--- src/dqs_pkg.sv ---
// ----------------------------------------------------------------------------
// dqs_pkg
// Shared types, constants and ring helpers for the deque with value search.
// ----------------------------------------------------------------------------
`default_nettype none

package dqs_pkg;

  localparam int DEPTH    = 16;
  localparam int IDX_W    = (DEPTH > 1) ? $clog2(DEPTH) : 1;
  localparam int CNT_W    = $clog2(DEPTH + 1);
  localparam int DATA_W   = 32;
  localparam int OP_W     = 3;
  localparam int STAT_W   = 2;
  localparam int POS_W    = 4;
  localparam int COUNT_W  = 5;

  typedef enum logic [OP_W-1:0] {
    OP_CLEAR      = 3'd0,
    OP_PUSH_BACK  = 3'd1,
    OP_PUSH_FRONT = 3'd2,
    OP_POP_FRONT  = 3'd3,
    OP_POP_BACK   = 3'd4,
    OP_FIND       = 3'd5
  } dqs_op_e;

  typedef enum logic [STAT_W-1:0] {
    ST_OK    = 2'd0,
    ST_FULL  = 2'd1,
    ST_EMPTY = 2'd2
  } dqs_status_e;

  typedef enum logic {
    S_IDLE,
    S_SCAN
  } dqs_state_e;

  // controller to datapath
  typedef struct packed {
    logic exec;
    logic scan_start;
    logic scan_step;
    logic scan_end;
  } dqs_cmd_t;

  // datapath to controller
  typedef struct packed {
    logic scan_req;
    logic match;
    logic last;
  } dqs_stat_t;

  // ring slot that lies off positions after head, off <= DEPTH
  function automatic logic [IDX_W-1:0] ring_slot(input logic [IDX_W-1:0] head,
                                                 input logic [CNT_W-1:0] off);
    logic [CNT_W:0] s;
    s = (CNT_W+1)'(head) + (CNT_W+1)'(off);
    if (s >= (CNT_W+1)'(DEPTH)) begin
      s = s - (CNT_W+1)'(DEPTH);
    end
    return s[IDX_W-1:0];
  endfunction

  function automatic logic [IDX_W-1:0] ring_dec(input logic [IDX_W-1:0] head);
    logic [IDX_W-1:0] r;
    if (head == '0) begin
      r = IDX_W'(DEPTH - 1);
    end else begin
      r = head - IDX_W'(1);
    end
    return r;
  endfunction

endpackage

`default_nettype wire

--- src/dqs_ram.sv ---
// ----------------------------------------------------------------------------
// dqs_ram
// Generic single write port, single read port RAM with registered read.
// ----------------------------------------------------------------------------
`default_nettype none

module dqs_ram #(
  parameter int Width = 32,
  parameter int Depth = 16
) (
  input  wire logic                                   clk_i,
  input  wire logic                                   we_i,
  input  wire logic [((Depth > 1) ? $clog2(Depth) : 1)-1:0] waddr_i,
  input  wire logic [Width-1:0]                       wdata_i,
  input  wire logic [((Depth > 1) ? $clog2(Depth) : 1)-1:0] raddr_i,
  output      logic [Width-1:0]                       rdata_o
);

  logic [Width-1:0] mem_q [Depth];

  always_ff @(posedge clk_i) begin
    if (we_i) begin
      mem_q[waddr_i] <= wdata_i;
    end
    rdata_o <= mem_q[raddr_i];
  end

endmodule

`default_nettype wire

--- src/dqs_ctrl.sv ---
// ----------------------------------------------------------------------------
// dqs_ctrl
// Controller: input and output handshakes and the find scan sequence.
// ----------------------------------------------------------------------------
`default_nettype none

module dqs_ctrl
  import dqs_pkg::*;
(
  input  wire logic      clk_i,
  input  wire logic      rst_ni,
  input  wire logic      in_valid_i,
  output      logic      in_stall_o,
  output      logic      out_valid_o,
  input  wire logic      out_stall_i,
  input  wire dqs_stat_t stat_i,
  output      dqs_cmd_t  cmd_o
);

  dqs_state_e state_q, state_d;
  logic       out_valid_q, out_valid_d;
  logic       accept;
  logic       load;

  always_ff @(posedge clk_i or negedge rst_ni) begin
    if (!rst_ni) begin
      state_q     <= S_IDLE;
      out_valid_q <= 1'b0;
    end else begin
      state_q     <= state_d;
      out_valid_q <= out_valid_d;
    end
  end

  always_comb begin
    state_d    = state_q;
    cmd_o      = '0;
    in_stall_o = 1'b1;
    accept     = 1'b0;
    unique case (state_q)
      S_IDLE: begin
        in_stall_o = out_valid_q && out_stall_i;
        accept     = in_valid_i && !in_stall_o;
        if (accept) begin
          if (stat_i.scan_req) begin
            cmd_o.scan_start = 1'b1;
            state_d          = S_SCAN;
          end else begin
            cmd_o.exec = 1'b1;
          end
        end
      end
      S_SCAN: begin
        if (stat_i.match || stat_i.last) begin
          cmd_o.scan_end = 1'b1;
          state_d        = S_IDLE;
        end else begin
          cmd_o.scan_step = 1'b1;
        end
      end
      default: begin
        state_d = S_IDLE;
      end
    endcase
  end

  assign load = cmd_o.exec || cmd_o.scan_end;

  always_comb begin
    out_valid_d = out_valid_q;
    if (load) begin
      out_valid_d = 1'b1;
    end else if (out_valid_q && !out_stall_i) begin
      out_valid_d = 1'b0;
    end
  end

  assign out_valid_o = out_valid_q;

endmodule

`default_nettype wire

--- src/dqs_dp.sv ---
// ----------------------------------------------------------------------------
// dqs_dp
// Datapath: ring pointers, entry store, find compare and result register.
// ----------------------------------------------------------------------------
`default_nettype none

module dqs_dp
  import dqs_pkg::*;
(
  input  wire logic                      clk_i,
  input  wire logic                      rst_ni,
  input  wire logic [OP_W-1:0]           operation_i,
  input  wire logic signed [DATA_W-1:0]  value_i,
  input  wire dqs_cmd_t                  cmd_i,
  output      dqs_stat_t                 stat_o,
  output      logic [STAT_W-1:0]         status_o,
  output      logic                      found_o,
  output      logic [POS_W-1:0]          position_o,
  output      logic [COUNT_W-1:0]        count_o
);

  logic [IDX_W-1:0]   head_q, head_d;
  logic [CNT_W-1:0]   count_q, count_d;
  logic [DATA_W-1:0]  key_q;
  logic [IDX_W-1:0]   cmp_idx_q, cmp_idx_d;
  logic [STAT_W-1:0]  res_status_q, res_status_d;
  logic               res_found_q, res_found_d;
  logic [POS_W-1:0]   res_pos_q, res_pos_d;
  logic [COUNT_W-1:0] res_count_q, res_count_d;

  logic               full, empty;
  logic               we;
  logic [IDX_W-1:0]   waddr;
  logic [IDX_W-1:0]   raddr;
  logic [DATA_W-1:0]  rdata;
  dqs_status_e        ex_status;
  dqs_op_e            op;

  assign op    = dqs_op_e'(operation_i);
  assign full  = (count_q == CNT_W'(DEPTH));
  assign empty = (count_q == '0);

  dqs_ram #(
    .Width (DATA_W),
    .Depth (DEPTH)
  ) u_ram (
    .clk_i   (clk_i),
    .we_i    (we),
    .waddr_i (waddr),
    .wdata_i (value_i),
    .raddr_i (raddr),
    .rdata_o (rdata)
  );

  assign raddr = cmd_i.scan_start ? head_q
                                  : ring_slot(head_q, CNT_W'(cmp_idx_q) + CNT_W'(1));

  assign stat_o.scan_req = (op == OP_FIND) && !empty;
  assign stat_o.match    = (rdata == key_q);
  assign stat_o.last     = ((CNT_W'(cmp_idx_q) + CNT_W'(1)) == count_q);

  // operation decode for clear, push, pop and find on an empty deque
  always_comb begin
    head_d    = head_q;
    count_d   = count_q;
    ex_status = ST_OK;
    we        = 1'b0;
    waddr     = ring_slot(head_q, count_q);
    unique case (op)
      OP_CLEAR: begin
        head_d  = '0;
        count_d = '0;
      end
      OP_PUSH_BACK: begin
        if (full) begin
          ex_status = ST_FULL;
        end else begin
          we      = cmd_i.exec;
          count_d = count_q + CNT_W'(1);
        end
      end
      OP_PUSH_FRONT: begin
        waddr = ring_dec(head_q);
        if (full) begin
          ex_status = ST_FULL;
        end else begin
          we      = cmd_i.exec;
          head_d  = ring_dec(head_q);
          count_d = count_q + CNT_W'(1);
        end
      end
      OP_POP_FRONT: begin
        if (empty) begin
          ex_status = ST_EMPTY;
        end else begin
          head_d  = ring_slot(head_q, CNT_W'(1));
          count_d = count_q - CNT_W'(1);
        end
      end
      OP_POP_BACK: begin
        if (empty) begin
          ex_status = ST_EMPTY;
        end else begin
          count_d = count_q - CNT_W'(1);
        end
      end
      default: begin
      end
    endcase
  end

  always_comb begin
    cmp_idx_d    = cmp_idx_q;
    res_status_d = res_status_q;
    res_found_d  = res_found_q;
    res_pos_d    = res_pos_q;
    res_count_d  = res_count_q;
    if (cmd_i.exec) begin
      res_status_d = ex_status;
      res_found_d  = 1'b0;
      res_pos_d    = '0;
      res_count_d  = COUNT_W'(count_d);
    end else if (cmd_i.scan_end) begin
      res_status_d = ST_OK;
      res_found_d  = stat_o.match;
      res_pos_d    = stat_o.match ? POS_W'(cmp_idx_q) : '0;
      res_count_d  = COUNT_W'(count_q);
    end
    if (cmd_i.scan_start) begin
      cmp_idx_d = '0;
    end else if (cmd_i.scan_step) begin
      cmp_idx_d = cmp_idx_q + IDX_W'(1);
    end
  end

  always_ff @(posedge clk_i or negedge rst_ni) begin
    if (!rst_ni) begin
      head_q       <= '0;
      count_q      <= '0;
      cmp_idx_q    <= '0;
      res_status_q <= ST_OK;
      res_found_q  <= 1'b0;
      res_pos_q    <= '0;
      res_count_q  <= '0;
    end else begin
      if (cmd_i.exec) begin
        head_q  <= head_d;
        count_q <= count_d;
      end
      cmp_idx_q    <= cmp_idx_d;
      res_status_q <= res_status_d;
      res_found_q  <= res_found_d;
      res_pos_q    <= res_pos_d;
      res_count_q  <= res_count_d;
    end
  end

  always_ff @(posedge clk_i) begin
    if (cmd_i.scan_start) begin
      key_q <= value_i;
    end
  end

  assign status_o   = res_status_q;
  assign found_o    = res_found_q;
  assign position_o = res_pos_q;
  assign count_o    = res_count_q;

endmodule

`default_nettype wire

--- src/deque_with_value_search.sv ---
// ----------------------------------------------------------------------------
// deque_with_value_search
// Bounded double-ended queue of 32-bit values with a find-by-value scan.
// ----------------------------------------------------------------------------
//   channel  direction  handshake               payload
//   in       input      in_valid_i / in_stall_o   operation_i, value_i
//   out      output     out_valid_o / out_stall_i status_o, found_o,
//                                                 position_o, count_o
//
// clear, push and pop register their result at the transfer edge.
// find walks the ring one entry per cycle through the registered ram read
// port and registers its result at the first match or at the last entry.
// one item at a time; a new transfer is taken while the result register
// drains. reset clears pointers and count; the entry ram is not cleared.
// a stalled result holds and blocks new transfers until it is taken.
// ----------------------------------------------------------------------------
`default_nettype none

module deque_with_value_search
  import dqs_pkg::*;
(
  input  wire logic                      clk_i,
  input  wire logic                      rst_ni,
  input  wire logic                      in_valid_i,
  output      logic                      in_stall_o,
  input  wire logic [OP_W-1:0]           operation_i,
  input  wire logic signed [DATA_W-1:0]  value_i,
  output      logic                      out_valid_o,
  input  wire logic                      out_stall_i,
  output      logic [STAT_W-1:0]         status_o,
  output      logic                      found_o,
  output      logic [POS_W-1:0]          position_o,
  output      logic [COUNT_W-1:0]        count_o
);

  dqs_cmd_t  cmd;
  dqs_stat_t stat;

  dqs_ctrl u_ctrl (
    .clk_i       (clk_i),
    .rst_ni      (rst_ni),
    .in_valid_i  (in_valid_i),
    .in_stall_o  (in_stall_o),
    .out_valid_o (out_valid_o),
    .out_stall_i (out_stall_i),
    .stat_i      (stat),
    .cmd_o       (cmd)
  );

  dqs_dp u_dp (
    .clk_i       (clk_i),
    .rst_ni      (rst_ni),
    .operation_i (operation_i),
    .value_i     (value_i),
    .cmd_i       (cmd),
    .stat_o      (stat),
    .status_o    (status_o),
    .found_o     (found_o),
    .position_o  (position_o),
    .count_o     (count_o)
  );

  a_full_count: assert property (@(posedge clk_i) disable iff (!rst_ni)
    out_valid_o && (status_o == ST_FULL) |-> count_o == COUNT_W'(DEPTH))
    else $error("full status with count below depth");

  a_empty_count: assert property (@(posedge clk_i) disable iff (!rst_ni)
    out_valid_o && (status_o == ST_EMPTY) |-> count_o == '0)
    else $error("empty status with nonzero count");

  a_found_ok: assert property (@(posedge clk_i) disable iff (!rst_ni)
    out_valid_o && found_o |-> status_o == ST_OK)
    else $error("found result with error status");

  a_scan_busy: assert property (@(posedge clk_i) disable iff (!rst_ni)
    cmd.scan_start |=> in_stall_o)
    else $error("input taken during find scan");

endmodule

`default_nettype wire
--- config.mk ---
export PLATFORM = sky130hd
export DESIGN_NAME = deque_with_value_search
export DESIGN_NICKNAME = d
export VERILOG_FILES = /design/src/dqs_pkg.sv /design/src/dqs_ram.sv /design/src/dqs_ctrl.sv /design/src/dqs_dp.sv /design/src/deque_with_value_search.sv
export SDC_FILE = /design/constraint.sdc
export NUM_CORES = 1
export LEC_CHECK = 0
export BUFFER_PORTS_ARGS = -buffer_cell sky130_fd_sc_hd__buf_4
export CORE_UTILIZATION = 35
export CTS_CLUSTER_SIZE = 10
export DETAILED_ROUTE_END_ITERATION = 10
export PLACE_DENSITY = 0.62
export SLEW_MARGIN = 5
export SYNTH_ARGS = -nofsm -noshare
export SYNTH_HDL_FRONTEND = slang
export SYNTH_HIERARCHICAL = 1
export SYNTH_SLANG_ARGS = --single-unit
--- constraint.sdc ---
create_clock -name clk_i -period 6.5 [get_ports clk_i]
set_input_delay 1.3 -clock clk_i [delete_from_list [all_inputs] [get_ports clk_i]]
set_output_delay 1.3 -clock clk_i [all_outputs]
set_load 0.005 [all_outputs]
==> flow_metrics.tcl <==
set metrics [dict create \
    first_pass_iters 5 \
    fin_util_pct 40.9 \
    clock_latency_ns 0.60 \
    final_cell_mix "edfxtp_1, mux4_2, buf_4" \
    ys_seq_elements 603 \
    vias 11164 \
    hold_buffers 0 \
    syn-instance-count 1141 \
    hold_viol 0 \
    setup_violations 0 \
    start_util_pct 35.4 \
    fmax_mhz 198 \
    r2r-start "u_dp/count_q[0]" \
    grt_pass1_vias 11596 \
    maxCapViolCount 0 \
    worstPathArrival_ns 5.36 \
    rows 94 \
    rrSetupSlack_ns 1.44 \
    relSlewSlack_pct 25.6 \
    ys_types 62 \
    ioPinCount 53 \
    cp_slowest_cell "nor2_4" \
    fp.dieArea_mm2 0.0674 \
    crit_start "u_dp/count_q[0]" \
    drive_above_1_share_pct 25.5 \
    yosysSeqAreaShare_pct 75.9 \
    route.detailed.drc 0 \
    power_density_mw_per_mm2 537 \
    hp-class "reg2reg" \
    p_leak_nw 8.74 \
    syn_to_final_growth_pct 15.7 \
    cp.depth 10 \
    die-width_um 260 \
    grt_overflow 0 \
    clk_pin_slew_ns 0.05 \
    synthesis.nets 1193 \
    nets 1286 \
    synth-warning-count 6 \
    crit_fanout 21 \
    wl_per_cell_um 23.1 \
    clockBufferDepth 3 \
    slew_viol_final 0 \
    r2r_cells 10 \
    regToRegEndpoint "u_dp/u_ram/mem_q[6][17]" \
    drt_iter0_markers 1023 \
    fin_crit_ns 5.06 \
    clock-root-buffer "clkbuf_16" \
    worst_pin_slew_ns 1.11 \
    cts_tree "done" \
    crit_required_ns 6.80 \
    antenna_found_initial 1 \
    gp_congestion 0.771 \
    hpwl_um 29300 \
    tns_ns 0 \
    grt_max_degree 58 \
    crit_path_end "u_dp/u_ram/mem_q[6][17]" \
    io_buffer_count 52 \
    critPathTopFamily "simple AND/OR/NAND/NOR gates" \
    avgSynthCellArea_um2 20.4 \
    antenna_cells 0 \
    cts.repair.resized 0 \
    grt_pass1_wl_um 75300 \
    whs_ns 0.488 \
    status "completed" \
    cts_buffers 70 \
    rsz0062_at_grt "false" \
    netlist_area_mm2 0.0232 \
    design_area_mm2 0.0269 \
    start_kind "flip-flop" \
    synth-edff-count 544 \
    routed_via_density 5.19 \
    path_class "reg2reg" \
    htreeDepth 3 \
    track_usage_pct 15.1 \
    layout_commonest_cell "edfxtp_1" \
    synthArstFlopShare_pct 4.48 \
    cp_cell_sequence "inv_1 -> ha_1 -> or4b_4 -> and3_1 -> or3b_4 -> a21oi_2 -> nor4b_2 -> nand3b_1 -> nor2_4 -> buf_4" \
    clock_sinks 603 \
    die_h_um 260 \
    wl_um 49700 \
    ir_drop_mv 0.793 \
    clock_skew_ns 0.0216 \
    path_buf_inv 2 \
    dpl_cell_area_mm2 0.0248 \
    slowest_delay_ns 0.80 \
    fin_crit_sh_pct 77.8 \
    ys.flop_type "edfxtp_1" \
    critPathCaptureType "flip-flop" \
    cts_setup_buffers 0 \
    core_area_mm2 0.0657 \
    final_antenna_net_count 0 \
    hold_depth 1 \
]
==> power breakdown <==
group	internal, mW	switching [mW]
clock	2.05	1.48
sequential	4.54	0.190
combinational	2.69	3.50
==> final cells by class <==
cell class              count  area (um^2)
well taps                 864         1080
clock buffers             118         1950
flip-flops and latches    603        17700
multi-input cells         470         5450
clock inverters             6         90.1
repair buffers             79          631
fillers                  5720        38900
inverters                  10         37.5
==> cell usage after synthesis (all sizes together) (7+ instances only) <==
master    n  share of area, %
a21oi    13              0.30
a22oi    66               2.1
buf      34              0.78
clkbuf   24              0.39
dfrtp    27               2.9
dfxtp    32               2.8
edfxtp  544                70
ha       11              0.59
inv      10              0.16
mux2      7              0.36
mux4    128                12
nand2    48              0.78
nand3     7              0.15
nor2     30              0.48
nor2b     7              0.19
nor3      7              0.15
nor4     10              0.27
o21ai    15              0.32
xnor2     9              0.34
xor2     40               1.5
==> how the worst min path moves through the flow <==
stage | from | to | slack [ns]
after floorplan | u_dp/position_o[0] | u_dp/position_o[0] | 0.49
after global placement | u_dp/position_o[2] | u_dp/position_o[2] | 0.48
after detailed placement | u_dp/position_o[2] | u_dp/position_o[2] | 0.48
after CTS | u_dp/position_o[2] | u_dp/position_o[2] | 0.50
after global routing | u_dp/status_o[0] | u_dp/status_o[0] | 0.52
final | u_dp/position_o[2] | u_dp/position_o[2] | 0.49
==> worst register-to-register path: stages, from the launching register on <==
cell and delay (ns):
dfrtp_1 0.55, inv_1 0.12, ha_1 0.23, or4b_4 0.51, and3_1 0.23, or3b_4 0.42
a21oi_2 0.48, nor4b_2 0.61, nand3b_1 0.44, nor2_4 0.81, buf_4 0.36
==> state kept, by name, indices dropped and copies added (netlist names), 2 cells and up <==
register            flops
u_dp/cmp_idx_q          4
u_dp/count_q            5
u_dp/position_o         4
u_dp/key_q             32
u_dp/head_q             4
u_dp/count_o            5
u_dp/u_ram/rdata_o     32
u_dp/status_o           2
u_dp/u_ram/mem_q      512
==> metal layers <==
| layer | share of wire [%] | global-route usage (%) |
|---|---|---|
| met1 | 46 | 21.7 |
| met2 | 47 | 23.5 |
| met3 | 5.8 | 3.16 |
| met4 | 1.4 | 3.43 |
| met5 | 0 | 0 |
==> kinds of logic (layout without fill, tap and decap cells) <==
logic type	Yosys count	count (layout)	synth area share [%]
adders and majority gates	13	13	0.764
muxes	139	139	12.9
buffers and inverters	68	213	1.33
xor gates and xnor gates	49	49	1.85
AOI/OAI and AO/OA	123	123	3.84
DFF	603	603	75.9
and+or+nand+nor	146	146	3.34
==> stage by stage <==
step                worst slack (ns)  std cells  total power [mW]
CTS                             1.46       2150              14.6
finish                          1.44       2150              14.4
global placement                1.32       2026              11.0
detailed placement              1.25       2026              11.0
global route                    1.04       2150              15.2
floorplan                      0.520       1141              9.19
Note: power is estimated with default switching activity, not from simulation.
